==> config.mk <==
export PLATFORM = sky130hd
export DESIGN_NAME = bap_fifo
export DESIGN_NICKNAME = d
export VERILOG_FILES = /design/src/sv/bap_fifo.sv
export SDC_FILE = /design/constraint.sdc
export NUM_CORES = 1
export LEC_CHECK = 0
export BUFFER_PORTS_ARGS = -buffer_cell sky130_fd_sc_hd__buf_2
export CAP_MARGIN = 20
export CORE_ASPECT_RATIO = 1.25
export CORE_MARGIN = 10
export CORE_UTILIZATION = 50
export DETAILED_ROUTE_END_ITERATION = 7
export GPL_ROUTABILITY_DRIVEN = 1
export HOLD_SLACK_MARGIN = 0.06
export PLACE_DENSITY_LB_ADDON = 0.05
export SLEW_MARGIN = 10
export SYNTH_ARGS = -nofsm -noshare
export SYNTH_HDL_FRONTEND = slang
export SYNTH_SLANG_ARGS = --single-unit
==> constraint.sdc <==
create_clock -name clk -period 3.2 [get_ports clk]
set_input_delay 0.32 -clock clk [delete_from_list [all_inputs] [get_ports clk]]
set_output_delay 0.32 -clock clk [all_outputs]
set_load 0.01 [all_outputs]
==> src/sv/bap_fifo.sv <==
// Small register queue that decouples the pixel front end from the accumulator.
// Depends on nothing; DEPTH must be a power of two of at least two.
module bap_fifo #(
  parameter int WIDTH = 8,
  parameter int DEPTH = 4
) (
  input  logic             clk,
  input  logic             rst,
  input  logic             push,
  input  logic [WIDTH-1:0] push_data,
  output logic             full,
  input  logic             pop,
  output logic [WIDTH-1:0] pop_data,
  output logic             not_empty
);

  localparam int PTR_W = $clog2(DEPTH);
  localparam int CNT_W = $clog2(DEPTH + 1);

  logic [WIDTH-1:0] slots [DEPTH];
  logic [PTR_W-1:0] wr_ptr;
  logic [PTR_W-1:0] rd_ptr;
  logic [CNT_W-1:0] fill;

  assign full      = (fill == CNT_W'(DEPTH));
  assign not_empty = (fill != '0);
  assign pop_data  = slots[rd_ptr];

  always_ff @(posedge clk) begin
    if (push) begin
      slots[wr_ptr] <= push_data;
    end
  end

  always_ff @(posedge clk) begin
    if (rst) begin
      wr_ptr <= '0;
      rd_ptr <= '0;
      fill   <= '0;
    end else begin
      if (push) begin
        wr_ptr <= wr_ptr + 1'b1;
      end
      if (pop) begin
        rd_ptr <= rd_ptr + 1'b1;
      end
      if (push && !pop) begin
        fill <= fill + 1'b1;
      end else if (pop && !push) begin
        fill <= fill - 1'b1;
      end
    end
  end

endmodule

==> qor.yml <==
status: "finished, final reports clean"
nNetsFinal: 129
holdPathStages: 1
ant_nets: 0
numClockSinks: 41
grt_max_degree: 14
grt_setup_unrepaired: "no"
p_clk_share_pct: 27.6
p_leak_nw: 0.6613
slew_violations: 0
p_switching_mw: 0.2394
timing.final.ws_setup_ps: 1123
crit_path_start_kind: "flop"
r2r_start: "fill[0]"
p_int_mw: 0.8051
endpoint_kind: "output port"
hold_violations: 0
ff2ff_setup_slack_ps: 1720
p_per_area_mw_per_mm2: 583.8
synth_cell_type_count: 19
vias_per_cell: 5.176
finClkSkew_ps: 7.571
seq_area_frac_synth_pct: 71.87
htree_levels: 2
num_vias: 766
grtUsageTotal_pct: 8.599
synthesis.area_mm2: 0.001588
portBuffers: 21
vdd_drop_max_uv: 442.1
yosysWarnings: 0
die_area_mm2: 0.005844
hp-class: "in -> reg"
syn_nets: 104
wl_um: 2390
hold_path_end: "slots[0][5]"
required_ps: 2880
cp.arrival_ps: 1760
hold_buffers: 0
avgSynthCellArea_um2: 18.46
cts_resized: 0
netlist_instances: 86
critical_path_class: "reg -> out"
reg2reg_to: "fill[2]"
antenna_found_initial: 0
grt_pass1_wl_um: 3967
gr-total-overflow: 0
place_hpwl_um: 1708
drcViolationCount: 0
cts-root-buf: "clkbuf_4"
r2r_cells: 4
layout.cells.non_filler: 148
die_h_um: 83.01
path_clk_slew_ps: 110
n_antenna_cell: 0
slew_headroom_pct: 62.99
ios: 22
insertion_delay_ps: 340
rows: 22
power_frac_seq_pct: 60.5
finalSetupViolCount: 0
first_iter_violations: 30
worst_slew_pin_slew_ps: 554.4
first_pass_iters: 4
start_util_pct: 52.92
comb_power_share_pct: 11.9
drv_cap: 0
core_mm2: 0.003000
synth-seq-cells: 41
grt_pass1_vias: 804
numCtsBuffers: 5
finalCriticalPeriod_ps: 2077
hp-start: "push_data[5]"
wl_per_cell_um: 16.15
place_ws_ps: 1398
final_core_util_pct: 59.63
min_period_over_period_pct: 64.92
tritoncts: "yes"
clockBufferDepth: 2
cp_max_fo: 8
post-cts-setup-buffer-count: 0
max_freq_mhz: 481.4
dp_cells: 140
drive_above_1_share_pct: 32.14
p_sw_share_pct: 22.92
hold_ws_ps: 181.1
area.growth.synth_to_final_pct: 12.69
fin_tns_setup_ps: 0
gp_congestion: 0.6504
die_w_um: 70.40
-- sequential cells by signal, summed over array words and instances (netlist names), named ones only --
| signal | flops |
|---|---|
| wr_ptr | 2 |
| slots | 32 |
| rd_ptr | 2 |
| fill | 3 |
-- metal layers --
| layer | up-vias | global-route usage (%) | wire length (um) |
|---|---|---|---|
| li1 | 367 | - | - |
| met1 | 373 | 9.250 | 993 |
| met2 | 21 | 12.97 | 1147 |
| met3 | 5 | 5.119 | 203 |
| met4 | 0 | 4.301 | 45 |
| met5 | - | 0 | 0 |
-- synth_stat cells --
library cell | instances | area share [%]
ha_1 | 5 | 3.9
a21oi_1 | 1 | 0.31
mux2i_1 | 2 | 1.3
nor2_1 | 7 | 1.7
or3_1 | 2 | 0.79
o21ai_0 | 1 | 0.31
fa_1 | 1 | 1.3
xor2_1 | 3 | 1.7
and2_1 | 4 | 1.6
mux4_2 | 8 | 11
clkbuf_2 | 1 | 0.31
inv_1 | 4 | 0.95
xnor2_1 | 2 | 1.1
clkbuf_1 | 1 | 0.24
nor3b_1 | 1 | 0.47
nand2_1 | 1 | 0.24
dfxtp_1 | 9 | 11
edfxtp_1 | 32 | 61
buf_6 | 1 | 0.71
-- power by group through the flow --
stage / Clock, mW / Combinational [mW] / Sequential [mW]
floorplan: 0 / 0.0937 / 0.632
global route: 0.321 / 0.143 / 0.637
detailed placement: 0 / 0.128 / 0.645
global placement: 0 / 0.125 / 0.644
CTS: 0.296 / 0.128 / 0.633
finish: 0.288 / 0.125 / 0.632
-- critical path, stage by stage (launching register included) --
cell and delay [ps]:
dfxtp_1 690, mux4_2 570, buf_2 160
-- cell families (layout without fill, tap and decap cells) --
kind of cell / Yosys count / after routing / synth area share, %
DFF: 41 / 41 / 71.87
and+or+nand+nor: 15 / 15 / 4.728
muxes: 10 / 10 / 12.61
buffers and inverters: 7 / 33 / 2.206
adders and majority gates: 6 / 6 / 5.201
xor gates and xnor gates: 5 / 5 / 2.759
AOI/OAI and AO/OA: 2 / 2 / 0.6298
-- final cells by class --
cell class                      count  area, um^2
Timing Repair Buffer               21       105.1
Sequential cell                    41        1141
Fill cell                         226        1211
Tap cell                           36       45.04
Clock inverter                      1       5.005
Clock buffer                        7       66.31
Multi-Input combinational cell     38       411.6
Inverter                            4       15.01
-- how the worst max path moves through the flow --
| stage | start | endpoint | slack, ps |
|---|---|---|---|
| 6_report | flop | pop_data[5] | 1120 |
| 5_1_grt | flop | pop_data[4] | 960 |
| 4_1_cts | flop | pop_data[1] | 1040 |
| 3_5_place_dp | push | fill[2] | 1400 |
| 3_3_place_gp | push | fill[2] | 1460 |
| 2_1_floorplan | pop | fill[2] | 1620 |
-- per-stage QoR --
step | instance area, um^2 | power [mW]
after floorplan | 1588 | 0.7255
after global placement | 1718 | 0.7694
after detailed placement | 1718 | 0.7730
after CTS | 1789 | 1.058
after global routing | 1789 | 1.101
final | 1789 | 1.044
-- cells in the final DEF, fill, tap and decap left out, types with 2 or more instances in the layout --
cell type / n
edfxtp_1: 32
inv_1: 4
or3_1: 2
mux2i_1: 2
clkbuf_4: 5
nor2_1: 7
ha_1: 5
and2_1: 4
xnor2_1: 2
buf_2: 21
dfxtp_1: 9
mux4_2: 8
xor2_1: 3
(Power assumes the default switching activity.)
