<file path="src/sv/bap_pkg.sv">
// Shared types and constants of the block-average pixelation block.
// Depends on nothing; bap_front, bap_accum, bap_div and the top level refer to it by scoped names.
package bap_pkg;

  // Fixed field widths of the stream and configuration ports.
  localparam int CHAN_W    = 8;
  localparam int SIZE_W    = 13;
  localparam int BSIZE_W   = 7;
  localparam int CFG_IDX_W = 2;
  localparam int OUT_POS_W = 12;

  // Defaults for the top-level parameters.
  localparam int LINE_PIXELS_DEFAULT = 4096;
  localparam int BLOCK_EDGE_DEFAULT  = 64;

  // Depth of the queue between the front and back parts.
  localparam int QUEUE_DEPTH = 4;

  // Register values after reset.
  localparam logic [SIZE_W-1:0]  WIDTH_AT_RESET  = 13'd600;
  localparam logic [SIZE_W-1:0]  HEIGHT_AT_RESET = 13'd800;
  localparam logic [BSIZE_W-1:0] BLOCK_AT_RESET  = 7'd30;

  // Configuration register indexes.
  typedef enum logic [CFG_IDX_W-1:0] {
    CFG_IMAGE_WIDTH  = 2'd0,
    CFG_IMAGE_HEIGHT = 2'd1,
    CFG_BLOCK_SIZE   = 2'd2
  } cfg_index_t;

  // States of the averaging divider.
  typedef enum logic [1:0] {
    DIV_IDLE,
    DIV_RUN,
    DIV_HOLD
  } div_state_t;

endpackage

</file>
<file path="src/sv/bap_div.sv">
// Shared averaging divider: one quotient bit per cycle for all three channels,
// followed by the output register of the result stream. Uses bap_pkg.
module bap_div #(
  parameter int MAX_LINE_PIXELS = 4096,
  parameter int MAX_BLOCK_EDGE  = 64
) (
  input  logic clk,
  input  logic rst,
  input  logic job_valid,
  input  logic [3*(bap_pkg::CHAN_W + 2*((MAX_BLOCK_EDGE > 1) ?
                $clog2(MAX_BLOCK_EDGE) : 1))-1:0] job_sums,
  input  logic [2*(((MAX_BLOCK_EDGE > 1) ? $clog2(MAX_BLOCK_EDGE) : 1) + 1)-1:0] job_count,
  input  logic [((MAX_LINE_PIXELS > 1) ? $clog2(MAX_LINE_PIXELS) : 1)-1:0] job_col,
  input  logic [((MAX_LINE_PIXELS > 1) ? $clog2(MAX_LINE_PIXELS) : 1)-1:0] job_row,
  input  logic job_last,
  output logic busy,
  output logic m_tvalid,
  input  logic m_tready,
  output logic [3*bap_pkg::CHAN_W + 2*bap_pkg::OUT_POS_W-1:0] m_tdata,
  output logic m_tlast
);

  localparam int X_W   = (MAX_LINE_PIXELS > 1) ? $clog2(MAX_LINE_PIXELS) : 1;
  localparam int OFS_W = (MAX_BLOCK_EDGE > 1) ? $clog2(MAX_BLOCK_EDGE) : 1;
  localparam int CNT_W = 2 * (OFS_W + 1);
  localparam int SUM_W = bap_pkg::CHAN_W + 2 * OFS_W;
  localparam int STP_W = $clog2(SUM_W + 1);
  localparam int CH_W  = bap_pkg::CHAN_W;
  localparam int POS_W = bap_pkg::OUT_POS_W;

  bap_pkg::div_state_t state;
  bap_pkg::div_state_t state_next;

  logic [SUM_W-1:0] dividend [3];
  logic [CNT_W-1:0] remainder [3];
  logic [CH_W-1:0]  quotient [3];
  logic [SUM_W-1:0] dividend_next [3];
  logic [CNT_W-1:0] remainder_next [3];
  logic [CH_W-1:0]  quotient_next [3];
  logic [CNT_W-1:0] divisor;
  logic [STP_W-1:0] step;
  logic [X_W-1:0]   col;
  logic [X_W-1:0]   row;
  logic             last;
  logic             load_out;

  // One restoring-division step per channel.
  always_comb begin
    logic [CNT_W:0] trial;
    for (int c = 0; c < 3; c++) begin
      trial = {remainder[c], dividend[c][SUM_W-1]};
      if (trial >= {1'b0, divisor}) begin
        remainder_next[c] = CNT_W'(trial - {1'b0, divisor});
        quotient_next[c]  = {quotient[c][CH_W-2:0], 1'b1};
      end else begin
        remainder_next[c] = CNT_W'(trial);
        quotient_next[c]  = {quotient[c][CH_W-2:0], 1'b0};
      end
      dividend_next[c] = dividend[c] << 1;
    end
  end

  always_comb begin
    state_next = state;
    load_out   = 1'b0;
    unique case (state)
      bap_pkg::DIV_IDLE: begin
        if (job_valid) begin
          state_next = bap_pkg::DIV_RUN;
        end
      end
      bap_pkg::DIV_RUN: begin
        if (step == STP_W'(SUM_W - 1)) begin
          state_next = bap_pkg::DIV_HOLD;
        end
      end
      bap_pkg::DIV_HOLD: begin
        if (!m_tvalid || m_tready) begin
          load_out   = 1'b1;
          state_next = bap_pkg::DIV_IDLE;
        end
      end
      default: begin
        state_next = bap_pkg::DIV_IDLE;
      end
    endcase
  end

  assign busy = (state != bap_pkg::DIV_IDLE);

  always_ff @(posedge clk) begin
    if (rst) begin
      state <= bap_pkg::DIV_IDLE;
    end else begin
      state <= state_next;
    end
  end

  always_ff @(posedge clk) begin
    if (state == bap_pkg::DIV_IDLE && job_valid) begin
      for (int c = 0; c < 3; c++) begin
        dividend[c]  <= job_sums[c*SUM_W +: SUM_W];
        remainder[c] <= '0;
        quotient[c]  <= '0;
      end
      divisor <= job_count;
      col     <= job_col;
      row     <= job_row;
      last    <= job_last;
      step    <= '0;
    end else if (state == bap_pkg::DIV_RUN) begin
      for (int c = 0; c < 3; c++) begin
        dividend[c]  <= dividend_next[c];
        remainder[c] <= remainder_next[c];
        quotient[c]  <= quotient_next[c];
      end
      step <= step + 1'b1;
    end
  end

  always_ff @(posedge clk) begin
    if (load_out) begin
      m_tdata <= {POS_W'(row), POS_W'(col), quotient[2], quotient[1], quotient[0]};
      m_tlast <= last;
    end
  end

  always_ff @(posedge clk) begin
    if (rst) begin
      m_tvalid <= 1'b0;
    end else if (load_out) begin
      m_tvalid <= 1'b1;
    end else if (m_tready) begin
      m_tvalid <= 1'b0;
    end
  end

endmodule

</file>
<file path="config.mk">
export PLATFORM = sky130hd
export DESIGN_NAME = bap_div
export DESIGN_NICKNAME = d
export VERILOG_FILES = /design/src/sv/bap_pkg.sv /design/src/sv/bap_div.sv
export SDC_FILE = /design/constraint.sdc
export NUM_CORES = 1
export LEC_CHECK = 0
export ABC_AREA = 1
export BUFFER_PORTS_ARGS = -buffer_cell sky130_fd_sc_hd__buf_2
export CORE_MARGIN = 5
export CORE_UTILIZATION = 55
export DETAILED_ROUTE_END_ITERATION = 7
export GPL_TIMING_DRIVEN = 1
export HOLD_SLACK_MARGIN = 0.12
export PLACE_DENSITY = 0.77
export SLEW_MARGIN = 0
export SYNTH_ARGS = -nofsm -noshare
export SYNTH_HDL_FRONTEND = slang
export SYNTH_SLANG_ARGS = --single-unit
</file>
<file path="constraint.sdc">
create_clock -name clk -period 9.4 [get_ports clk]
set_input_delay 0.47 -clock clk [delete_from_list [all_inputs] [get_ports clk]]
set_output_delay 0.47 -clock clk [all_outputs]
set_load 0.005 [all_outputs]
</file>
==> summary.md, run 1 <==
| Metric | Value |
|---|---|
| Outcome | `finished, final reports clean` |
| Die ar. | `23,410 sq um` |
| P_sw | `0.8198 mW` |
| Initial antenna violation count | `0` |
| Power per cell area | `213.9 nW/um^2` |
| Endpoints failing hold | `0` |
| Fmax | `318.0 MHz` |
| Synth Area in XOR/XNOR | `1.635%` |
| Setup TNS | `0 ns` |
| Total of warnings raised by yosys | `0` |
| Fin. max-slew vios | `0` |
| Maximum VDD drop | `127.6 uV` |
| Die boundary height | `153.0 um` |
| Internal power | `slightly above 2 mW` |
| Mux contribution to synthesized area | `0%` |
| Share of power burned in registers | `43.4%` |
| Crit path cell chain | `inv_1, nand2_2, buf_4, nand2_4, buf_4` |
| Critical Path AT | `roughly 3.3 ns` |
| Design area | `about 13,000 sq um` |
| Share of cells above drive strength 1 | `~17%` |
| Placed wire-length estimate | `16,240 um` |
| IO Count | `about 150` |
| Post-CTS Hold Buffers | `34` |
| Pin count of the biggest net entering global routing | `86` |
| Standby leakage power | `around 6.4 nW` |
| Mapped Cells | `between 1k and 1.5k` |
| Crit-path most repeated cell | `buf_4` |
| Hold WC Path Type | `in2reg` |
| CP Data Required Time | `9.53 ns` |
| RSZ-0062 raised after global routing | `no` |
| Logic pwr share | `21.0%` |
| Drt total wl | `23,250 um` |
| Clk_lat worst skew | `0.52 ns` |
| First-pass GRT wire length | `38,490 um` |
| Synth cell count leaders | `nand2_1 (449), edfxtp_1 (214), inv_1 (170), nor2_1 (130), ha_1 (46)` |
| P&R area growth vs syn | `19.66%` |
| Nets | `1,553` |
| Synth unique cells | `38` |
| Worst-Margin Slew | `1.076 ns` |
| Crit Path Max Fanout | `85` |
| PortBufs | `153` |
| Post-Synth Adder-Cell Area | `5.650%` |
| CP Capture Type | `flip-flop` |
| DRT Pass-1 Iters | `5` |
| Async SR Flop Fraction | `0%` |
| Post-synth EDFFs | `214` |
| Slowest cell on the critical path | `buf_4` |
| Clock-pin slew on the worst setup and hold paths | `0.06 ns` |
| Clock sinks | `about 220` |
| Worst Setup Path Type | `reg2reg` |
| Main synth FF type | `edfxtp_1` |
| Row count | `52` |
| Placer's final routability congestion estimate | `0.9227` |
| Synth Area in Simple Gates | `about 25%` |
| # DRC | `0` |
| Post-cts resize count | `0` |
| Seq/Total Area, Yosys | `58.55%` |
| Flop2flop setup slack | `roughly 6.3 ns` |
| Routed vias/inst | `4.925` |
| Sw Share | `roughly 28%` |
| Avg Inst Size Synth | `9.297 sq um` |
| Root Driver | `clkbuf_16` |
| H-tree level count | `1` |
| Drt initial violations | `603` |
| Largest family of logic cells by synthesized area | `simple AND/OR/NAND/NOR gates` |
| Worst-case clock skew | `0.01020 ns` |
| Post-DRT Antenna Nets | `0` |
| Initial core utilization | `between 50% and 60%` |
| N_diodes | `0` |
| Gr ovfl total | `0` |
| Most common cell in the netlist | `nand2_1` |
| Final min period | `~3.1 ns` |
| DR vias | `around 8.3k` |
| Period utilisation layout | `roughly a third` |
| Synth top area share | `57.12%` |
| Placed inst area | `12,250 sq um` |
| Endpoints failing setup | `0` |
| Routed len/inst | `13.77 um` |
| Die X | `~150 um` |
| All-Layer GR Usage | `19.62%` |
| CTS tree | `done` |
| Largest area contributor in the netlist | `edfxtp_1` |
| Syn Nets | `1,362` |
| Synth area leaders | `edfxtp_1 (57%), nand2_1 (15%), inv_1 (5.7%)` |
| Relative slew margins | `28.24%` |
| Post-CTS Setup Bufs | `0` |
| Crit start category | `flip-flop` |
| Max-cap viol count | `0` |
| Post-synthesis register bit count | `222` |
| Clock share of power | `35.6%` |
| Vias in the first global route | `8,022` |
| Synth Area in Compound Gates | `2.046%` |
| CP max stage delay | `roughly 0.90 ns` |
| Longest Clk Path Bufs | `3` |
| CTS buffer count | `24` |
| Synthesized area | `11,250 sq um` |
| CORE AREA | `20,170 sq um` |
-- final timing paths --
path                            cells after the start     startpoint              end
worst max-delay path                                5       state[1]  dividend[0][33]
worst min-delay path                                1  job_count[12]      divisor[12]
worst max register to register                      5       state[1]  dividend[0][33]
worst min register to register                      0           last          m_tlast
-- sequential cells by signal, summed over array words and instances (netlist names) --
register	count
m_tlast	1
col	12
dividend	60
quotient	24
last	1
m_tdata	48
remainder	42
divisor	14
step	5
state	2
row	12
m_tvalid	1
-- placed cells by master (no fill, tap or decap), types with 4 or more instances in the layout --
| master | synthesis | layout |
|---|---|---|
| nand2_1 | 449 | 447 |
| edfxtp_1 | 214 | 214 |
| inv_1 | 170 | 169 |
| buf_2 | 4 | 153 |
| nor2_1 | 130 | 130 |
| ha_1 | 46 | 46 |
| nand3_1 | 42 | 42 |
| dlygate4sd3_1 | 0 | 34 |
| clkbuf_16 | 0 | 24 |
| a21oi_1 | 20 | 20 |
| xnor2_1 | 15 | 15 |
| nand2_2 | 13 | 14 |
| nand4_1 | 13 | 13 |
| nor2_2 | 8 | 8 |
| dfxtp_1 | 8 | 8 |
| nor3_1 | 7 | 6 |
| xor2_1 | 6 | 6 |
| bufinv_16 | 0 | 6 |
| and2_1 | 5 | 5 |
| clkinv_1 | 1 | 5 |
| buf_4 | 1 | 5 |
| o21ai_2 | 4 | 4 |
| a21oi_2 | 4 | 4 |
| o21ai_0 | 4 | 4 |
| clkinv_2 | 0 | 4 |
-- metal layers --
layer,vias to the layer above,GRT usage [%],part of all wire [%]
li1,4244,-,-
met1,3781,26.92,44
met2,251,32.81,48
met3,42,2.940,5.6
met4,0,5.643,2.6
met5,-,0,0
-- power groups by stage --
stage                     clock network [mW]  registers, mW  logic (mW)
after global routing                    1.09           1.26       0.687
final                                   1.03           1.25       0.603
after floorplan                            0           1.26       0.470
after CTS                               1.05           1.25       0.602
after detailed placement                   0           1.27       0.585
after global placement                     0           1.27       0.570
-- worst max-delay path, delay by kind of cell, from the launching register on --
family                 cells  cell delay (ns)
buffers and inverters      3             1.47
and+or+nand+nor            2             0.88
DFF                        1             0.31
-- cell type report --
| type | count | area [sq um] |
|---|---|---|
| fill | 1611 | 6708 |
| sequential | 222 | 6586 |
| multi-input combinational | 788 | 3874 |
| timing repair buffer | 192 | 1144 |
| inverter | 173 | 649.4 |
| clock buffer | 25 | 604.3 |
| tap | 270 | 337.8 |
| clock inverter | 19 | 266.5 |
-- cell families (layout without fill, tap and decap cells) --
kind of cell,after synthesis,count (layout)
and+or+nand+nor,680,680
DFF,222,222
buffers and inverters,200,409
xor gates and xnor gates,21,21
adders and majority gates,49,49
AOI/OAI and AO/OA,38,38
-- stage by stage --
step           setup WS (ns)  hold WS, ns  total power, mW  utilization (%)  instances
2_1_floorplan          5.022       0.4003            1.732                -       1210
3_3_place_gp           6.295       0.4006            1.837            60.74       1611
3_5_place_dp           6.214       0.4045            1.856            60.74       1611
4_1_cts                6.211       0.1213            2.899            66.74       1689
5_1_grt                5.970       0.1219            3.033            66.74       1689
6_report               6.256       0.1394            2.879            66.74       1689
Power figures use the tool's default switching activity.
==> run 2, diff against run 1 <==
ABC_AREA = 0   (was 1)
clock period = 3.3 ns   (was 9.4 ns; I/O delays follow)
==> summary.md, run 2 <==
| Metric | Value |
|---|---|
| Total of warnings raised by yosys | `0 (unchanged)` |
| Post-Synth Adder-Cell Area | `5.876% (+0.23 points)` |
| Vias in the first global route | `7,958 (-0.80%)` |
| Clk_lat worst skew | `0.52 ns (about the same)` |
| Drt initial violations | `601 (-0.33%)` |
| Placer's final routability congestion estimate | `0.8884 (-3.7%)` |
| CTS buffer count | `24 (unchanged)` |
| Mapped Cells | `934 (-23%)` |
| Power per cell area | `566.8 nW/um^2 (+170%)` |
| Post-CTS Hold Buffers | `102 (+200%)` |
| Die X | `150.2 um (-1.8%)` |
| Max reg flops | `60 (unchanged)` |
| Drt total wl | `25,880 um (+11%)` |
| Standby leakage power | `5.657 nW (-12%)` |
| Routed len/inst | `17.58 um (+28%)` |
| Fmax | `351.0 MHz (+10%)` |
| Initial antenna violation count | `0 (unchanged)` |
| Synth area leaders | `edfxtp_1 (59%), nand2_1 (7.1%), ha_1 (5.3%)` |
| R2r startpoint | `divisor[1]` |
| Async SR Flop Fraction | `0% (unchanged)` |
| Die ar. | `22,570 sq um (-3.6%)` |
| # DRC | `0 (unchanged)` |
| Largest family of logic cells by synthesized area | `simple AND/OR/NAND/NOR gates` |
| Hold endpoint | `divisor[8]` |
| Worst Hold Launch | `job_count[8]` |
| Post-CTS Setup Bufs | `0 (unchanged)` |
| Register Area | `6586 sq um (unchanged)` |
| Syn Nets | `1,086 (-20%)` |
| Commonest non-fill, non-tap cell in the layout | `edfxtp_1` |
| CP Capture Type | `flip-flop` |
| Seq/Total Area, Yosys | `60.88% (+2.3 points)` |
| Largest regs | `dividend: 60 flops, m_tdata: 48 flops, remainder: 42 flops` |
| Hold Path Stages | `2 (+1)` |
| CP Data Required Time | `3.62 ns (-5.91 ns)` |
| Synth Area in Compound Gates | `11.79% (+9.7 points)` |
| Relative slew margins | `37.43% (+9.2 points)` |
| Synth Area in Simple Gates | `16.19% (-8.8 points)` |
| Placed wire-length estimate | `15,960 um (-1.8%)` |
| DRT Pass-1 Iters | `5 (unchanged)` |
| Outcome | `finished, final reports clean` |
| Gr ovfl total | `0 (unchanged)` |
| RR Endpoint | `remainder[0][14]` |
| Worst Setup Path Type | `reg2reg` |
| Die boundary height | `150.2 um (-1.8%)` |
| PortBufs | `153 (unchanged)` |
| CTS tree | `done` |
| Synth top area share | `59.40% (+2.3 points)` |
| Synth cell count leaders | `edfxtp_1 (214), nand2_1 (204), a21oi_1 (49), ha_1 (46), nor2_1 (37)` |
| All-Layer GR Usage | `22.55% (+2.9 points)` |
| Worst-Margin Slew | `0.9366 ns (-0.1398 ns)` |
| Final min period | `2.849 ns (-0.2957 ns)` |
| Worst-case clock skew | `0.01478 ns (+0.004577 ns)` |
| Max-cap viol count | `0 (unchanged)` |
| Largest area contributor in the netlist | `edfxtp_1` |
| Synth Area in XOR/XNOR | `1.457% (-0.18 points)` |
| Initial core utilization | `55.77% (about the same)` |
| Most flops, register | `dividend` |
| Period utilisation layout | `86.33% (+53 points)` |
| Fin. max-slew vios | `0 (unchanged)` |
| Mux contribution to synthesized area | `1.110% (+1.1 points)` |
| Setup TNS | `0 ns (unchanged)` |
| Avg Inst Size Synth | `11.58 sq um (+25%)` |
| Share of cells above drive strength 1 | `18.57% (+1.4 points)` |
| Flop2flop setup slack | `0.45 ns (-5.80 ns)` |
| CORE AREA | `19,400 sq um (-3.8%)` |
| Endpoints failing setup | `0 (unchanged)` |
| Hold WC Path Type | `in2reg` |
| Post-synth EDFFs | `214 (unchanged)` |
| DR vias | `8,167 (-1.8%)` |
| Synthesized area | `10,820 sq um (-3.8%)` |
| Fillers | `1,345 (-17%)` |
| IO Count | `154 (unchanged)` |
| Area of the multi-input gates | `3976 sq um (+2.6%)` |
| Most common cell in the netlist | `edfxtp_1` |
| Design area | `13,660 sq um (+1.5%)` |
| Longest Clk Path Bufs | `3 (unchanged)` |
| Crit Path Max Fanout | `8 (-91%)` |
| Routed vias/inst | `5.548 (+13%)` |
| Placed inst area | `11,900 sq um (-2.9%)` |
| Most frequent cells in the layout | `edfxtp_1 (214), nand2_1 (204), buf_2 (153)` |
| Row count | `51 (-1.9%)` |
| Synth unique cells | `70 (+84%)` |
| Post-DRT Antenna Nets | `0 (unchanged)` |
| Main synth FF type | `edfxtp_1` |
| First-pass GRT wire length | `40,460 um (+5.1%)` |
| Endpoints failing hold | `0 (unchanged)` |
| Post-cts resize count | `0 (unchanged)` |
| Clock-pin slew on the worst setup and hold paths | `0.06 ns (about the same)` |
| H-tree level count | `1 (unchanged)` |
| P&R area growth vs syn | `26.25%` |
| Clock sinks | `222 (unchanged)` |
| Crit start category | `flip-flop` |
| Pin count of the biggest net entering global routing | `73 (-15%)` |
| R2R depth | `8 (+3)` |
| Maximum VDD drop | `387.1 uV (+200%)` |
| RSZ-0062 raised after global routing | `no` |
| Nets | `1,340 (-14%)` |
| Critical Path AT | `3.17 ns (-0.11 ns)` |
| Root Driver | `clkbuf_16` |
| Post-synthesis register bit count | `222 (unchanged)` |
[run 2: kinds of logic after synthesis]
kind of cell	Yosys count
simple gates	377
flops	222
compound gates	185
buf+inv	71
fa+ha+maj	49
xor+xnor	18
mux	12
[run 2: worst max path at each step]
stage	from	endpoint	slack [ns]
detailed placement	divisor[1]	remainder[0][14]	0.55
finish	divisor[1]	remainder[0][14]	0.45
floorplan	state[0]	m_tdata[0]	0.17
global placement	divisor[1]	remainder[0][14]	0.63
CTS	divisor[1]	remainder[0][14]	0.53
global route	divisor[12]	remainder[0][5]	0.26
[run 2: critical path, cell delays in order (launching register included)]
cell and delay (ns):
edfxtp_1 0.35, inv_1 0.24, ha_1 0.30, nor2b_1 0.15, o31a_1 0.30, o21ai_2 0.29, a211o_1 0.38, nand2_1 0.29
a211oi_1 0.35
[run 2: through the flow]
step	cells	hold WS, ns	worst slack (ns)	util, %	total power [mW]
global placement	1325	0.3416	0.6282	61.35	5.105
global route	1471	0.3571	0.2639	70.39	8.103
floorplan	934	0.2341	0.1658	-	4.753
detailed placement	1325	0.3431	0.5533	61.35	5.142
finish	1472	0.3596	0.4512	70.41	7.742
CTS	1471	0.3416	0.5330	70.39	7.734
[run 2: power breakdown]
group	internal (mW)	switching, mW	total, mW
Sequential	3.42	0.119	3.54
Combinational	0.697	0.987	1.68
Clock	1.42	1.10	2.52
Total	5.54	2.20	7.74
[run 2: layout make-up]
type	instances	share of cell area, %
antenna	1	0.01832
clock buffer	27	4.480
multi-input combinational	641	29.11
sequential	222	48.22
inverter	34	0.9344
timing repair buffer	265	13.91
clock inverter	17	0.8978
tap	265	2.428
[run 2: layer usage]
metal	track usage, %	vias to the layer above	part of all wire [%]
met5	0	-	0
met4	9.378	0	3.8
met3	3.823	66	7.3
met1	29.93	3820	42
met2	37.08	341	47
li1	-	3940	-
==> run 3, diff against run 2 <==
CAP_MARGIN = 10   (was unset)
PLACE_DENSITY = 0.85   (was 0.77)
==> summary.md, run 3 (same netlist as run 2, synthesis figures left out) <==
| Metric | Value |
|---|---|
| Die boundary height | `150.2 um (unchanged)` |
| Post-cts resize count | `0 (unchanged)` |
| All-Layer GR Usage | `23.17% (+0.62 points)` |
| IO Count | `154 (unchanged)` |
| Most flops, register | `dividend` |
| GR Util met2 | `40.55% (+3.5 points)` |
| H-tree level count | `1 (unchanged)` |
| Critical Path AT | `3.09 ns (-0.08 ns)` |
| Vias in the first global route | `8,276 (+4.0%)` |
| Fin Hold WS | `0.2047 ns (-0.1549 ns)` |
| Setup TNS | `0 ns (unchanged)` |
| Power per cell area | `571.5 nW/um^2 (+0.82%)` |
| CTS tree | `done` |
| Routed vias/inst | `5.673 (+2.2%)` |
| Register Area | `6586 sq um (unchanged)` |
| PortBufs | `153 (unchanged)` |
| Met3 usage | `3.672% (-0.15 points)` |
| Crit start category | `flip-flop` |
| Post-CTS Setup Bufs | `0 (unchanged)` |
| Post-CTS Hold Buffers | `101 (-0.98%)` |
| First-pass GRT wire length | `41,740 um (+3.2%)` |
| Outcome | `finished, final reports clean` |
| Total Power | `7.816 mW (+0.97%)` |
| Die X | `150.2 um (unchanged)` |
| Crit Path Max Fanout | `12 (+4)` |
| Maximum VDD drop | `451.8 uV (+17%)` |
| Design area | `13,680 sq um (+0.15%)` |
| P&R area growth vs syn | `26.44%` |
| Die ar. | `22,570 sq um (unchanged)` |
| Standby leakage power | `5.657 nW (about the same)` |
| Top Usage Layer GRT | `met2` |
| CP Data Required Time | `3.55 ns (-0.07 ns)` |
| Endpoints failing setup | `0 (unchanged)` |
| Placed wire-length estimate | `15,420 um (-3.3%)` |
| DRT Pass-1 Iters | `5 (unchanged)` |
| Placed inst area | `11,910 sq um (about the same)` |
| Fin. max-slew vios | `0 (unchanged)` |
| Period utilisation layout | `85.86% (-0.47 points)` |
| DR vias | `8,362 (+2.4%)` |
| RSZ-0062 raised after global routing | `no` |
| Pin count of the biggest net entering global routing | `92 (+26%)` |
| Routed len/inst | `18.15 um (+3.2%)` |
| CTS buffer count | `24 (unchanged)` |
| Hold WC Path Type | `in2reg` |
| Relative slew margins | `48.69% (+11 points)` |
| Root Driver | `clkbuf_16` |
| Fillers | `1,322 (-1.7%)` |
| Max reg flops | `60 (unchanged)` |
| Drt initial violations | `594 (-1.2%)` |
| Placer's final routability congestion estimate | `0.9231 (+3.9%)` |
| Share of cells above drive strength 1 | `18.82% (+0.25 points)` |
| GRT met1 Usage | `29.18% (-0.75 points)` |
| Worst Setup Path Type | `reg2reg` |
| Worst-case clock skew | `0.01622 ns (+0.001445 ns)` |
| Clk_lat worst skew | `0.52 ns (about the same)` |
| Endpoints failing hold | `0 (unchanged)` |
| Initial antenna violation count | `1 (+1)` |
| Fmax | `352.9 MHz (+0.55%)` |
| Most frequent cells in the layout | `edfxtp_1 (214), nand2_1 (204), buf_2 (153)` |
| Final min period | `2.833 ns (-0.01548 ns)` |
| Flop2flop setup slack | `0.47 ns (+0.02 ns)` |
| Initial core utilization | `55.77% (unchanged)` |
| Clock sinks | `222 (unchanged)` |
| Area of the multi-input gates | `3976 sq um (unchanged)` |
| Row count | `51 (unchanged)` |
| CORE AREA | `19,400 sq um (unchanged)` |
| Worst-Margin Slew | `0.7697 ns (-0.1669 ns)` |
| Drt total wl | `26,750 um (+3.4%)` |
| Nets | `1,340 (unchanged)` |
| Largest regs | `dividend: 60 flops, m_tdata: 48 flops, remainder: 42 flops` |
| Post-DRT Antenna Nets | `0 (unchanged)` |
| Gr ovfl total | `0 (unchanged)` |
| Max-cap viol count | `0 (unchanged)` |
| Longest Clk Path Bufs | `3 (unchanged)` |
| Clock-pin slew on the worst setup and hold paths | `0.06 ns (about the same)` |
| # DRC | `0 (unchanged)` |
| CP Capture Type | `flip-flop` |
| Commonest non-fill, non-tap cell in the layout | `edfxtp_1` |
run 3: cell types whose count changed in the layout (fill, tap and decap cells not counted), sizes merged:
cell,before,now
buf,163,164
diode,1,3
clkbuf,27,24
dlygate4sd3,102,101
inv,35,36
clkinvlp,1,3
run 3: worst max-delay path: stages (launching register included):
cell,delay [ns]
edfxtp_1,0.36
inv_1,0.25
ha_1,0.21
nor2b_1,0.20
o2111ai_1,0.18
and3_1,0.21
o211ai_2,0.58
buf_4,0.30
mux2i_1,0.19
nand3_1,0.09
run 3: routing by layer:
metal  vias up  part of all wire [%]  routed length [um]
li1       3940                     -                   -
met1      3978                    40               10630
met2       366                    50               13340
met3        78                   6.7                1796
met4         0                   3.7                 991
met5         -                     0                   0
run 3: worst paths after layout:
path	from	to	depth (start not counted)
max	divisor[1]	remainder[0][13]	9
min	m_tready	state[1]	4
max reg2reg	divisor[1]	remainder[0][13]	9
min reg2reg	quotient[0][7]	m_tdata[7]	0
run 3: power breakdown:
part	internal (mW)	switching, mW
combinational	0.702	1.01
sequential	3.42	0.118
clock	1.42	1.14
run 3: stage by stage:
step	instances	setup WS (ns)	util, %
finish	1474	0.4667	70.51
global route	1472	0.3278	70.49
CTS	1471	0.4932	70.47
detailed placement	1326	0.5315	61.38
global placement	1326	0.6476	61.38
floorplan	934	0.1658	-
run 3: area by class of cell:
class	count	area share, %
antenna	3	0.05488
clock buffer	24	4.391
sequential	222	48.15
multi-input combinational	641	29.07
timing repair buffer	265	13.87
tap	265	2.424
clock inverter	20	1.107
inverter	34	0.9330
