==> config.mk <==
export PLATFORM = sky130hd
export DESIGN_NAME = bap_front
export DESIGN_NICKNAME = d
export VERILOG_FILES = /design/src/sv/bap_pkg.sv /design/src/sv/bap_front.sv
export SDC_FILE = /design/constraint.sdc
export NUM_CORES = 1
export LEC_CHECK = 0
export BUFFER_PORTS_ARGS = -buffer_cell sky130_fd_sc_hd__buf_2
export CORE_MARGIN = 10
export CORE_UTILIZATION = 59
export CTS_CLUSTER_DIAMETER = 30
export DETAILED_ROUTE_END_ITERATION = 10
export PLACE_DENSITY_LB_ADDON = 0.3
export SYNTH_ARGS = -nofsm -noshare
export SYNTH_HDL_FRONTEND = slang
export SYNTH_SLANG_ARGS = --single-unit
==> constraint.sdc <==
create_clock -name clk -period 6.9 [get_ports clk]
set_input_delay 1.035 -clock clk [delete_from_list [all_inputs] [get_ports clk]]
set_output_delay 1.035 -clock clk [all_outputs]
set_load 0.05 [all_outputs]
==> src/sv/bap_pkg.sv <==
// Shared types and constants of the block-average pixelation block.
// Depends on nothing; bap_front, bap_accum, bap_div and the top level refer to it by scoped names.
package bap_pkg;

  // Fixed field widths of the stream and configuration ports.
  localparam int CHAN_W    = 8;
  localparam int SIZE_W    = 13;
  localparam int BSIZE_W   = 7;
  localparam int CFG_IDX_W = 2;
  localparam int OUT_POS_W = 12;

  // Defaults for the top-level parameters.
  localparam int LINE_PIXELS_DEFAULT = 4096;
  localparam int BLOCK_EDGE_DEFAULT  = 64;

  // Depth of the queue between the front and back parts.
  localparam int QUEUE_DEPTH = 4;

  // Register values after reset.
  localparam logic [SIZE_W-1:0]  WIDTH_AT_RESET  = 13'd600;
  localparam logic [SIZE_W-1:0]  HEIGHT_AT_RESET = 13'd800;
  localparam logic [BSIZE_W-1:0] BLOCK_AT_RESET  = 7'd30;

  // Configuration register indexes.
  typedef enum logic [CFG_IDX_W-1:0] {
    CFG_IMAGE_WIDTH  = 2'd0,
    CFG_IMAGE_HEIGHT = 2'd1,
    CFG_BLOCK_SIZE   = 2'd2
  } cfg_index_t;

  // States of the averaging divider.
  typedef enum logic [1:0] {
    DIV_IDLE,
    DIV_RUN,
    DIV_HOLD
  } div_state_t;

endpackage

==> src/sv/bap_front.sv <==
// Front end: holds the size registers, tracks the raster position of each pixel
// and classifies it (block column, first pixel of block, block complete). Uses bap_pkg.
module bap_front #(
  parameter int MAX_LINE_PIXELS = 4096,
  parameter int MAX_BLOCK_EDGE  = 64
) (
  input  logic                            clk,
  input  logic                            rst,
  input  logic                            cfg_we,
  input  logic [bap_pkg::CFG_IDX_W-1:0]   cfg_index,
  input  logic [bap_pkg::SIZE_W-1:0]      cfg_data,
  input  logic                            pix_valid,
  output logic                            pix_ready,
  input  logic [3*bap_pkg::CHAN_W-1:0]    pix_rgb,
  output logic                            q_push,
  input  logic                            q_full,
  output logic [27 + 2*((MAX_LINE_PIXELS > 1) ? $clog2(MAX_LINE_PIXELS) : 1)
                + 2*(((MAX_BLOCK_EDGE > 1) ? $clog2(MAX_BLOCK_EDGE) : 1) + 1) - 1:0] q_data
);

  localparam int X_W   = (MAX_LINE_PIXELS > 1) ? $clog2(MAX_LINE_PIXELS) : 1;
  localparam int OFS_W = (MAX_BLOCK_EDGE > 1) ? $clog2(MAX_BLOCK_EDGE) : 1;
  localparam int CNT_W = 2 * (OFS_W + 1);

  logic [bap_pkg::SIZE_W-1:0]  image_width;
  logic [bap_pkg::SIZE_W-1:0]  image_height;
  logic [bap_pkg::BSIZE_W-1:0] block_size;

  logic [X_W-1:0]   pixel_x;
  logic [X_W-1:0]   pixel_y;
  logic [OFS_W-1:0] offset_x;
  logic [OFS_W-1:0] offset_y;
  logic [X_W-1:0]   block_col;
  logic [X_W-1:0]   block_row;

  logic [X_W:0]     width_eff;
  logic [X_W:0]     height_eff;
  logic [OFS_W:0]   bsize_eff;
  logic             line_end;
  logic             frame_end;
  logic             blk_right;
  logic             blk_bottom;
  logic             first_pix;
  logic             emit;
  logic [CNT_W-1:0] pix_count;
  logic             accept;

  // Zero sizes act as one, oversize values saturate at the build limits.
  always_comb begin
    if (image_width == '0) begin
      width_eff = (X_W + 1)'(1);
    end else if (32'(image_width) > 32'(MAX_LINE_PIXELS)) begin
      width_eff = (X_W + 1)'(MAX_LINE_PIXELS);
    end else begin
      width_eff = (X_W + 1)'(image_width);
    end
    if (image_height == '0) begin
      height_eff = (X_W + 1)'(1);
    end else if (32'(image_height) > 32'(MAX_LINE_PIXELS)) begin
      height_eff = (X_W + 1)'(MAX_LINE_PIXELS);
    end else begin
      height_eff = (X_W + 1)'(image_height);
    end
    if (block_size == '0) begin
      bsize_eff = (OFS_W + 1)'(1);
    end else if (32'(block_size) > 32'(MAX_BLOCK_EDGE)) begin
      bsize_eff = (OFS_W + 1)'(MAX_BLOCK_EDGE);
    end else begin
      bsize_eff = (OFS_W + 1)'(block_size);
    end
  end

  assign line_end   = ({1'b0, pixel_x} + 1'b1) >= width_eff;
  assign frame_end  = ({1'b0, pixel_y} + 1'b1) >= height_eff;
  assign blk_right  = line_end || (({1'b0, offset_x} + 1'b1) >= bsize_eff);
  assign blk_bottom = frame_end || (({1'b0, offset_y} + 1'b1) >= bsize_eff);
  assign first_pix  = (offset_x == '0) && (offset_y == '0);
  assign emit       = blk_right && blk_bottom;
  assign pix_count  = CNT_W'(({1'b0, offset_x} + 1'b1) * ({1'b0, offset_y} + 1'b1));

  assign pix_ready = !q_full;
  assign accept    = pix_valid && !q_full;
  assign q_push    = accept;
  assign q_data    = {line_end && frame_end, block_row, pix_count, emit, first_pix,
                      block_col, pix_rgb};

  always_ff @(posedge clk) begin
    if (rst) begin
      image_width  <= bap_pkg::WIDTH_AT_RESET;
      image_height <= bap_pkg::HEIGHT_AT_RESET;
      block_size   <= bap_pkg::BLOCK_AT_RESET;
      pixel_x      <= '0;
      pixel_y      <= '0;
      offset_x     <= '0;
      offset_y     <= '0;
      block_col    <= '0;
      block_row    <= '0;
    end else if (cfg_we) begin
      unique case (bap_pkg::cfg_index_t'(cfg_index))
        bap_pkg::CFG_IMAGE_WIDTH: begin
          image_width <= cfg_data;
        end
        bap_pkg::CFG_IMAGE_HEIGHT: begin
          image_height <= cfg_data;
        end
        bap_pkg::CFG_BLOCK_SIZE: begin
          block_size <= cfg_data[bap_pkg::BSIZE_W-1:0];
        end
        default: begin
        end
      endcase
      // Any write to a defined register restarts the frame.
      if (cfg_index == bap_pkg::CFG_IMAGE_WIDTH || cfg_index == bap_pkg::CFG_IMAGE_HEIGHT ||
          cfg_index == bap_pkg::CFG_BLOCK_SIZE) begin
        pixel_x   <= '0;
        pixel_y   <= '0;
        offset_x  <= '0;
        offset_y  <= '0;
        block_col <= '0;
        block_row <= '0;
      end
    end else if (accept) begin
      if (line_end) begin
        pixel_x   <= '0;
        offset_x  <= '0;
        block_col <= '0;
        if (frame_end) begin
          pixel_y   <= '0;
          offset_y  <= '0;
          block_row <= '0;
        end else begin
          pixel_y <= pixel_y + 1'b1;
          if (blk_bottom) begin
            offset_y  <= '0;
            block_row <= block_row + 1'b1;
          end else begin
            offset_y <= offset_y + 1'b1;
          end
        end
      end else begin
        pixel_x <= pixel_x + 1'b1;
        if (blk_right) begin
          offset_x  <= '0;
          block_col <= block_col + 1'b1;
        end else begin
          offset_x <= offset_x + 1'b1;
        end
      end
    end
  end

endmodule

==> reports/metrics.yaml, run 1 <==
place:
  hpwlAfterDp_microns: 13570
  placed_area_sq_mm: 0.007612
  pre_cts_ws_ns: 0.3980
  gp_congestion: 0.9181
  port_buffers: 62
  placed_cells: 1082
finish:
  stdcell_area_sq_mm: 0.007925
  nets: 1073
  diodes: 0
  utilization: 0.6543
  final_layout_size_suffix_gt1_frac: 0.1419
  syn2layout_area_growth_pct: 7.356
  final_common_cell: "nand2_1"
  layout_common_cells: "146 x nand2_1, 91 x dfxtp_1, 78 x ha_1"
  stdcell_count: 1098
timing:
  fin_setup_tns_ns: 0
  finalHoldViolCount: 0
  fin_crit_ns: 6.580
  finalCritPeriodShare: 0.9536
  holdWs_ns: 0.4633
  skew_ns: 0.01208
  worst_slack_ns: 0.3204
  rsz0062_at_grt: "no"
  tightest_slew_ns: 0.9058
  setup_viol: 0
  final_max_slew_viol_count: 0
  fmax_ghz: 0.1520
  relSlewSlack: 0.3939
clocking:
  cts-htree-levels: 3
  cts_tree: "done"
  ctsLongestPathBuffers: 2
  clk_latency_ns: 0.35
  clock-sinks: 93
  cts_root_buf: "clkbuf_16"
  cts.clk_slew.worst_paths_ns: 0.07
  cts_made_buffers: 9
  postCtsSetupBuffers: 0
logic_synthesis:
  synth_edf_count: 0
  synthArstFlopShare: 0
  yosys.area_share.simple: 0.2583
  synth_xor_area_frac: 0.05102
  synth_compound_area_frac: 0.1619
  synth_ff_type: "dfxtp_1"
  synth_cells: 903
  syn_nets: 1051
  synth-adder-area-share: 0.2007
  synth_top_family_by_area: "simple AND/OR/NAND/NOR gates"
  synth_mux_area_frac: 0.001525
  synthTopCellsByArea: "dfxtp_1 25%, ha_1 14%, nand2_1 7.4%"
  synth.distinct_cells: 76
  yosys.area.top_type: "dfxtp_1"
  synth-warning-count: 0
  synth_top_area_frac: 0.2522
  netlist_area_sq_mm: 0.007382
  ys_ff_latch: 93
  yosysSeqAreaShare: 0.2522
  syn_avg_cell_area_sq_um: 8.175
setup_path:
  r2r_end: "block_row[5]$_SDFFE_PP0P_"
  cp_top_family: "adder cells"
  slowest_stage: "fa_1"
  cp_max_fo: 10
  crit_type: "flip-flop to output pin"
  start_kind: "flip-flop"
  critical_path_arrival_ns: 5.54
  reg2regPathDepth: 13
  cp.buffers_inverters: 4
  crit_path_end_kind: "output pin"
  crit_chain: "ha_1, and3_1, xor2_1, nand2_1, fa_1, fa_1, inv_1, fa_1, inv_1, fa_1, inv_1, ha_1, nor3_1, nor2_1, a31oi_1, nor2b_1, o21a_1, o41ai_2, xnor2_1, clkbuf_4"
  critPathRequiredTime_ns: 5.86
  max_stage_delay_ns: 0.53
  crit_top_cell: "fa_1"
  rr_startpoint: "pixel_y[0]$_SDFFE_PP0P_"
  r2r_setup_slack_ns: 2.69
routing:
  drc: 0
  vias: 6451
  wire_per_inst_microns: 16.28
  drtAntennaViolNets: 0
  wl_microns: 17880
  first_pass_iters: 5
  via_per_inst: 5.875
  initialDrtViolationCount: 458
power:
  ir_drop_uv: 154.7
  power_frac_clock: 0.401
  p_comb_frac: 0.123
  swShare: 0.2862
  p_leak_nw: 3.613
  p_int_mw: 0.8383
  power_density_mw_per_mm2: 148.2
  p_sw_mw: 0.3361
  p_total_mw: 1.174
  seqPwrFrac: 0.476
floorplan:
  design.die.area_sq_mm: 0.01739
  ios: 111
  coreArea_sq_mm: 0.01211
  chipWidth_microns: 131.9
  die_h_microns: 131.9
  initial_utilization: 0.6095
  rows: 40
min_path:
  hold_class: "flip-flop to flip-flop"
  hold_start: "block_size[0]$_SDFFE_PP0P_"
  holdPathEnd: "block_size[0]$_SDFFE_PP0P_"
  whs_path_depth: 2
outcome:
  status: "completed"
grt:
  first_global_vias: 5954
  antenna_found_initial: 0
  track_usage: 0.1964
  grt_pass1_wl_microns: 29460
  gr-total-overflow: 0
  grt_max_degree: 65
flow_run:
  drv_cap: 0
-- registers in the layout (all words and copies together) (netlist names) --
register	cells
image_height	13
image_width	13
block_size	7
block_row	12
offset_y	6
pixel_x	12
pixel_y	12
block_col	12
offset_x	6
-- how the worst max path moves through the flow --
stage	from	end	slack [ns]	depth (start not counted)
2_1_floorplan	offset_y[0]$_SDFFE_PP0P_	q_data[50]	0.48	18
3_3_place_gp	offset_x[0]$_SDFFE_PP0P_	q_data[51]	0.50	20
3_5_place_dp	offset_x[0]$_SDFFE_PP0P_	q_data[51]	0.40	20
4_1_cts	offset_x[0]$_SDFFE_PP0P_	q_data[51]	0.03	20
5_1_grt	offset_x[0]$_SDFFE_PP0P_	q_data[51]	0.01	20
6_report	offset_x[0]$_SDFFE_PP0P_	q_data[51]	0.32	20
-- repair_timing --
item / CTS / global route
resized for setup: 0 / 10
hold buffers: 0 / 0
setup endpoints to repair: 0 / 3
-- final cells by class --
| class | count | area, sq um |
|---|---|---|
| clock inverter | 6 | 43.79 |
| tap | 168 | 210.2 |
| fill | 1111 | 4187 |
| inverter | 53 | 198.9 |
| multi-input combinational | 698 | 5006 |
| clock buffer | 10 | 229.0 |
| sequential | 93 | 1864 |
| timing repair buffer | 70 | 372.9 |
-- synth_stat cells (all sizes together) (4+ instances only) --
library cell    n
o41ai           4
a21oi          63
nand3          45
nor2b           8
o21a            6
and2           17
a21o            7
or3             7
inv            53
xnor2          26
clkbuf         21
o211ai          7
nor3           23
nand3b          4
dfxtp          93
o31ai           9
a211oi          6
buf            38
nor2           56
or4             4
a22o           10
nand4b          7
nand2         146
fa             24
and3           20
a31oi           8
nor4           13
xor2           17
or2             5
nand4           9
o21ai          31
ha             80
-- routing by layer --
metal	GRT usage	share of wire	up-vias
met2	0.3023	0.45	223
li1	-	-	3192
met4	0.05933	0.018	0
met1	0.2688	0.47	3011
met3	0.04078	0.065	25
met5	0	0	-
-- worst register-to-register path: stages (launching register included) --
cell,delay (ns)
dfxtp_1,0.46
ha_1,0.27
and3_1,0.26
and3_4,0.24
nand3_2,0.13
nor2_1,0.15
xor2_1,0.24
ha_1,0.30
a2111oi_2,0.31
a41oi_1,0.16
buf_4,0.22
nor2_1,0.71
nand3_1,0.29
o41ai_1,0.36
-- power by group through the flow --
stage	registers [mW]	logic (mW)	clock network, mW
2_1_floorplan	0.566	0.147	0
3_5_place_dp	0.571	0.142	0
6_report	0.559	0.144	0.471
5_1_grt	0.560	0.160	0.493
3_3_place_gp	0.571	0.140	0
4_1_cts	0.558	0.142	0.473
-- cell families (layout without fill, tap and decap cells) --
family          after synthesis  count (layout)
fa+ha+maj                   104             104
xor+xnor                     43              43
simple gates                378             378
flops                        93              93
compound gates              172             172
buf+inv                     112             139
mux                           1               1
(Power assumes the default switching activity.)
==> inputs of run 2 (changes only) <==
BUFFER_PORTS_ARGS = not set   (was -buffer_cell sky130_fd_sc_hd__buf_2)
CELL_PAD_IN_SITES_DETAIL_PLACEMENT = 1   (was not set)
CELL_PAD_IN_SITES_GLOBAL_PLACEMENT = 1   (was not set)
CORE_UTILIZATION = 48   (was 59)
DONT_BUFFER_PORTS = 1   (was not set)
==> run 2 against run 1 <==
Net effect:
- critical path type unchanged
- core utilization shrank 14 points
- worst setup slack lost 0.067 ns
- die area grew 19%
- critical endpoint unchanged
- register-to-register slack lost 0.16 ns
- cell area shrank 2.5%
- clock skew shrank 0.0017 ns
- fmax shrank 1.0%
==> reports/metrics.yaml, run 2 (synthesized netlist as in run 1, its figures left out) <==
outcome:
  status: "completed"
power:
  p_total_mw: 1.178  # +0.31%
  ir_drop_uv: 147.8  # -4.5%
  power_density_mw_per_mm2: 152.5  # +2.9%
  p_leak_nw: 3.368  # -6.8%
floorplan:
  chipWidth_microns: 144.0  # +9.2%
  coreArea_sq_mm: 0.01515  # +25%
  die_h_microns: 144.0  # +9.2%
  design.die.area_sq_mm: 0.02074  # +19%
  ios: 111  # unchanged
  rows: 45  # +13%
  initial_utilization: 0.4874  # -0.1221
finish:
  final_common_cell: "nand2_1"
  utilization: 0.5102  # -0.1441
  final_layout_size_suffix_gt1_frac: 0.09453  # -0.04740
  fillers: 1854  # +67%
  layout_common_cells: "146 x nand2_1, 90 x dfxtp_1, 78 x ha_1"
  top_regs: "image_height (13), image_width (13)"
  nets: 1021  # -4.8%
  syn2layout_area_growth_pct: 4.678
  diodes: 0  # unchanged
  stdcell_area_sq_mm: 0.007727  # -2.5%
place:
  gp_congestion: 0.8522  # -7.2%
  hpwlAfterDp_microns: 16550  # +22%
  pre_cts_ws_ns: 0.3040  # -0.09400 ns
  port_buffers: 0  # -100%
  placed_area_sq_mm: 0.007402  # -2.8%
setup_path:
  critical_path_arrival_ns: 5.61  # +0.07 ns
  crit_type: "flip-flop to output pin"
  critPathRequiredTime_ns: 5.86  # about the same
  cp.buffers_inverters: 5  # +1
  crit_chain: "inv_1, ha_1, nand2_1, fa_1, fa_1, inv_1, fa_1, inv_1, fa_1, inv_1, ha_1, nor3_1, nor2_1, a31oi_1, nor2b_1, o21a_1, o41ai_2, xnor2_1, buf_4"
  start_kind: "flip-flop"
  cp_max_fo: 10  # unchanged
  slowest_stage: "fa_1"
  max_stage_delay_ns: 0.54  # about the same
  cp_top_family: "adder cells"
  crit_path_end_kind: "output pin"
min_path:
  hold_class: "flip-flop to flip-flop"
clocking:
  cts_tree: "done"
  cts.clk_slew.worst_paths_ns: 0.07  # about the same
  clk_latency_ns: 0.36  # about the same
  ctsLongestPathBuffers: 2  # unchanged
  postCtsSetupBuffers: 0  # unchanged
  clock-sinks: 93  # unchanged
  cts_hold_buffers: 0  # unchanged
  cts-htree-levels: 3  # unchanged
  cts_made_buffers: 9  # unchanged
  cts_root_buf: "clkbuf_16"
routing:
  via_per_inst: 6.129  # +4.3%
  vias: 6534  # +1.3%
  wl_met2_microns: 10870  # +36%
  routed.top_layer: "met4"
  drt-met1-wl_microns: 9131  # +8.8%
  wl_microns: 21550  # +20%
  route.met3.wl_microns: 1243  # +6.8%
  initialDrtViolationCount: 301  # -34%
  first_pass_iters: 4  # -1
  drtAntennaViolNets: 0  # unchanged
  drc: 0  # unchanged
  wire_per_inst_microns: 20.21  # +24%
grt:
  first_global_vias: 6886  # +16%
  grt_max_degree: 65  # unchanged
  grt_pass1_wl_microns: 35070  # +19%
  antenna_found_initial: 0  # unchanged
  track_usage: 0.2080  # +0.01159
  gr-total-overflow: 0  # unchanged
timing:
  finalHoldViolCount: 0  # unchanged
  skew_ns: 0.01043  # -0.001657 ns
  finalCritPeriodShare: 0.9632  # +0.009673
  tightest_slew_ns: 1.063  # +0.1572 ns
  final_max_slew_viol_count: 0  # unchanged
  worst_slack_ns: 0.2537  # -0.06674 ns
  fmax_ghz: 0.1505  # -1.0%
  relSlewSlack: 0.2887  # -0.1052
  holdWs_ns: 0.4704  # +0.007165 ns
  setup_viol: 0  # unchanged
  fin_crit_ns: 6.646  # +0.06674 ns
flow_run:
  drv_cap: 0  # unchanged
## run 2: cell count changes in the layout (fill, tap and decap cells not counted), sizes merged
| cell | before | now |
|---|---|---|
| buf | 69 | 18 |
| clkbuf | 11 | 9 |
| clkinv | 2 | 3 |
| clkinvlp | 1 | 0 |
| inv | 56 | 57 |
## run 2: cell type report
type	instances	area (sq um)	area share
clock buffers	9	225.2	0.02915
repair buffers	18	135.1	0.01749
clock inverters	7	56.30	0.007286
flip-flops and latches	93	1866	0.2414
well taps	188	235.2	0.03044
inverters	53	198.9	0.02574
multi-input cells	698	5011	0.6485
## run 2: path summary, 6_finish.rpt
| kind | startpoint | to | slack, ns | depth (start not counted) |
|---|---|---|---|---|
| hold / removal | image_width[5]$_SDFFE_PP0P_ | image_width[5]$_SDFFE_PP0P_ | 0.47 | 2 |
| setup / recovery | offset_x[0]$_SDFFE_PP0P_ | q_data[51] | 0.25 | 19 |
| setup reg to reg | pixel_y[0]$_SDFFE_PP0P_ | block_row[5]$_SDFFE_PP0P_ | 2.53 | 15 |
| hold reg to reg | image_width[5]$_SDFFE_PP0P_ | image_width[5]$_SDFFE_PP0P_ | 0.47 | 2 |
## run 2: timing repair
action                                 in CTS  in global routing
resized for setup                           3                  8
setup endpoints to repair                   1                  3
endpoints found under the hold margin       0                  0
gates cloned                                0                  0
## run 2: per-stage QoR
| step | std cells | TNS [ns] |
|---|---|---|
| finish | 1066 | 0 |
| global route | 1066 | -0.003795 |
| CTS | 1066 | 0 |
| detailed placement | 1050 | 0 |
| global placement | 1050 | 0 |
| floorplan | 903 | 0 |
## run 2: metal layers
| metal | up-vias | GRT usage |
|---|---|---|
| li1 | 3084 | - |
| met1 | 3267 | 0.2440 |
| met2 | 157 | 0.3682 |
| met3 | 26 | 0.04854 |
| met4 | 0 | 0.05911 |
| met5 | - | 0 |
## run 2: worst min-delay path, cell delays in order (launching register included)
cell     delay (ns)
dfxtp_1        0.32
nand2_1        0.06
a21oi_1        0.05
## run 2: power by group
group | internal [mW] | total [mW] | leakage, nW | switching (mW)
combinational | 0.0381 | 0.129 | 2.47 | 0.0914
sequential | 0.547 | 0.560 | 0.754 | 0.0132
clock | 0.251 | 0.488 | 0.142 | 0.238
==> inputs of run 3 (changes only) <==
RECOVER_POWER = 50   (was not set)
==> run 3 against run 2 <==
Net effect:
- clock-buffer cell count unchanged
- via count shrank 0.57%
- flip-flop and latch count is the same
- global-route usage did not move
- hold slack gained 0.0023 ns
- fmax about the same
- sequential share of layout area stayed put
- clock skew hardly changed
- cell area is the same
- die area unchanged
- combinational power about the same
==> reports/metrics.yaml, run 3 (synthesized netlist as in run 1, its figures left out) <==
clocking:
  ctsLongestPathBuffers: 2  # unchanged
  cts_made_buffers: 9  # unchanged
  cts_tree: "done"
  cts.clk_slew.worst_paths_ns: 0.07  # about the same
  clk_latency_ns: 0.36  # about the same
  clock-sinks: 93  # unchanged
  cts_root_buf: "clkbuf_16"
  cts-htree-levels: 3  # unchanged
  postCtsSetupBuffers: 0  # unchanged
routing:
  drtAntennaViolNets: 0  # unchanged
  initialDrtViolationCount: 310  # +3.0%
  wire_per_inst_microns: 20.16  # -0.24%
  drc: 0  # unchanged
  first_pass_iters: 4  # unchanged
  via_per_inst: 6.095  # -0.57%
  wl_microns: 21490  # -0.24%
  vias: 6497  # -0.57%
finish:
  final_common_cell: "nand2_1"
  final_layout_size_suffix_gt1_frac: 0.09339  # -0.001139
  diodes: 0  # unchanged
  layout_common_cells: "146 x nand2_1, 90 x dfxtp_1, 78 x ha_1"
  fillers: 1854  # unchanged
  top_regs: "image_height (13), image_width (13)"
  syn2layout_area_growth_pct: 4.678  # unchanged
  utilization: 0.5102  # unchanged
  nets: 1021  # unchanged
floorplan:
  ios: 111  # unchanged
  design.die.area_sq_mm: 0.02074  # unchanged
  coreArea_sq_mm: 0.01515  # unchanged
  chipWidth_microns: 144.0  # unchanged
  rows: 45  # unchanged
  initial_utilization: 0.4874  # unchanged
  die_h_microns: 144.0  # unchanged
timing:
  setup_viol: 0  # unchanged
  fin_crit_ns: 6.645  # -0.001688 ns
  relSlewSlack: 0.2486  # -0.04019
  skew_ns: 0.01046  # +0.00003470 ns
  finalHoldViolCount: 0  # unchanged
  tightest_slew_ns: 1.126  # +0.06297 ns
  fin_setup_tns_ns: 0  # unchanged
  final_max_slew_viol_count: 0  # unchanged
  finalCritPeriodShare: 0.9630  # about the same
  fmax_ghz: 0.1505  # about the same
power:
  p_total_mw: 1.178  # about the same
  swShare: 0.2907  # about the same
  p_leak_nw: 3.369  # about the same
  seqPwrFrac: 0.476  # about the same
  power_frac_clock: 0.415  # about the same
  p_comb_frac: 0.110  # about the same
  p_sw_mw: 0.3426  # about the same
  power_density_mw_per_mm2: 152.5  # about the same
  ir_drop_uv: 147.6  # -0.12%
  p_int_mw: 0.8358  # about the same
place:
  hpwlAfterDp_microns: 16550  # unchanged
  gp_congestion: 0.8522  # unchanged
  port_buffers: 0  # unchanged
setup_path:
  crit_type: "flip-flop to output pin"
  critical_path_arrival_ns: 5.61  # about the same
  start_kind: "flip-flop"
  cp_max_fo: 10  # unchanged
  crit_path_end_kind: "output pin"
  critPathRequiredTime_ns: 5.86  # about the same
outcome:
  status: "completed"
grt:
  grt_pass1_wl_microns: 35070  # unchanged
  track_usage: 0.2080  # unchanged
  antenna_found_initial: 0  # unchanged
  grt_max_degree: 65  # unchanged
  first_global_vias: 6886  # unchanged
  gr-total-overflow: 0  # unchanged
flow_run:
  drv_cap: 0  # unchanged
min_path:
  hold_class: "flip-flop to flip-flop"
-- run 3: power groups by stage --
stage | Clock (mW) | Combinational [mW] | Sequential (mW)
CTS | 0.494 | 0.130 | 0.560
detailed placement | 0 | 0.128 | 0.572
global placement | 0 | 0.123 | 0.571
global route | 0.517 | 0.144 | 0.562
floorplan | 0 | 0.147 | 0.566
finish | 0.488 | 0.130 | 0.560
-- run 3: timing repair --
item / CTS / global route
gates resized for setup: 3 / 8
pin swaps: 0 / 0
hold buffers: 0 / 0
endpoints found under the setup margin: 1 / 3
-- run 3: metrics by stage --
| step | std cells | setup WS (ns) | cell area [sq um] | hold slack, ns |
|---|---|---|---|---|
| 2_1_floorplan | 903 | 0.4763 | 7382 | 0.4358 |
| 4_1_cts | 1066 | 0.02621 | 7695 | 0.4721 |
| 5_1_grt | 1066 | -0.003795 | 7727 | 0.4909 |
| 3_5_place_dp | 1050 | 0.3040 | 7402 | 0.4617 |
| 6_report | 1066 | 0.2554 | 7727 | 0.4728 |
| 3_3_place_gp | 1050 | 0.5528 | 7402 | 0.4444 |
-- run 3: area by class of cell --
class,count,area [sq um],area share
flip-flops and latches,93,1866,0.2414
clock inverters,7,56.30,0.007286
multi-input cells,698,5011,0.6485
well taps,188,235.2,0.03044
inverters,53,198.9,0.02574
repair buffers,18,135.1,0.01749
clock buffers,9,225.2,0.02915
-- run 3: final timing paths --
| kind | from | to | slack [ns] | cells past startpoint |
|---|---|---|---|---|
| max | offset_x[0]$_SDFFE_PP0P_ | q_data[51] | 0.26 | 19 |
| min | image_width[5]$_SDFFE_PP0P_ | image_width[5]$_SDFFE_PP0P_ | 0.47 | 2 |
| max reg2reg | pixel_y[0]$_SDFFE_PP0P_ | block_row[5]$_SDFFE_PP0P_ | 2.51 | 15 |
| min reg2reg | image_width[5]$_SDFFE_PP0P_ | image_width[5]$_SDFFE_PP0P_ | 0.47 | 2 |
-- run 3: worst max-delay path, cell delays in order, from the launching register on --
cell     delay, ns
dfxtp_2       0.45
inv_1         0.14
ha_1          0.47
nand2_1       0.12
fa_1          0.50
fa_1          0.54
inv_1         0.05
fa_1          0.53
inv_1         0.05
fa_1          0.53
inv_1         0.05
ha_1          0.35
nor3_1        0.22
nor2_1        0.08
a31oi_1       0.25
nor2b_1       0.09
o21a_1        0.20
o41ai_2       0.26
xnor2_1       0.16
buf_4         0.22
-- run 3: layer usage --
| metal | track usage | up-vias | wire (microns) |
|---|---|---|---|
| li1 | - | 3084 | - |
| met4 | 0.05911 | 0 | 320 |
| met5 | 0 | - | 0 |
| met3 | 0.04854 | 28 | 1170 |
| met1 | 0.2440 | 3245 | 9219 |
| met2 | 0.3682 | 140 | 10780 |
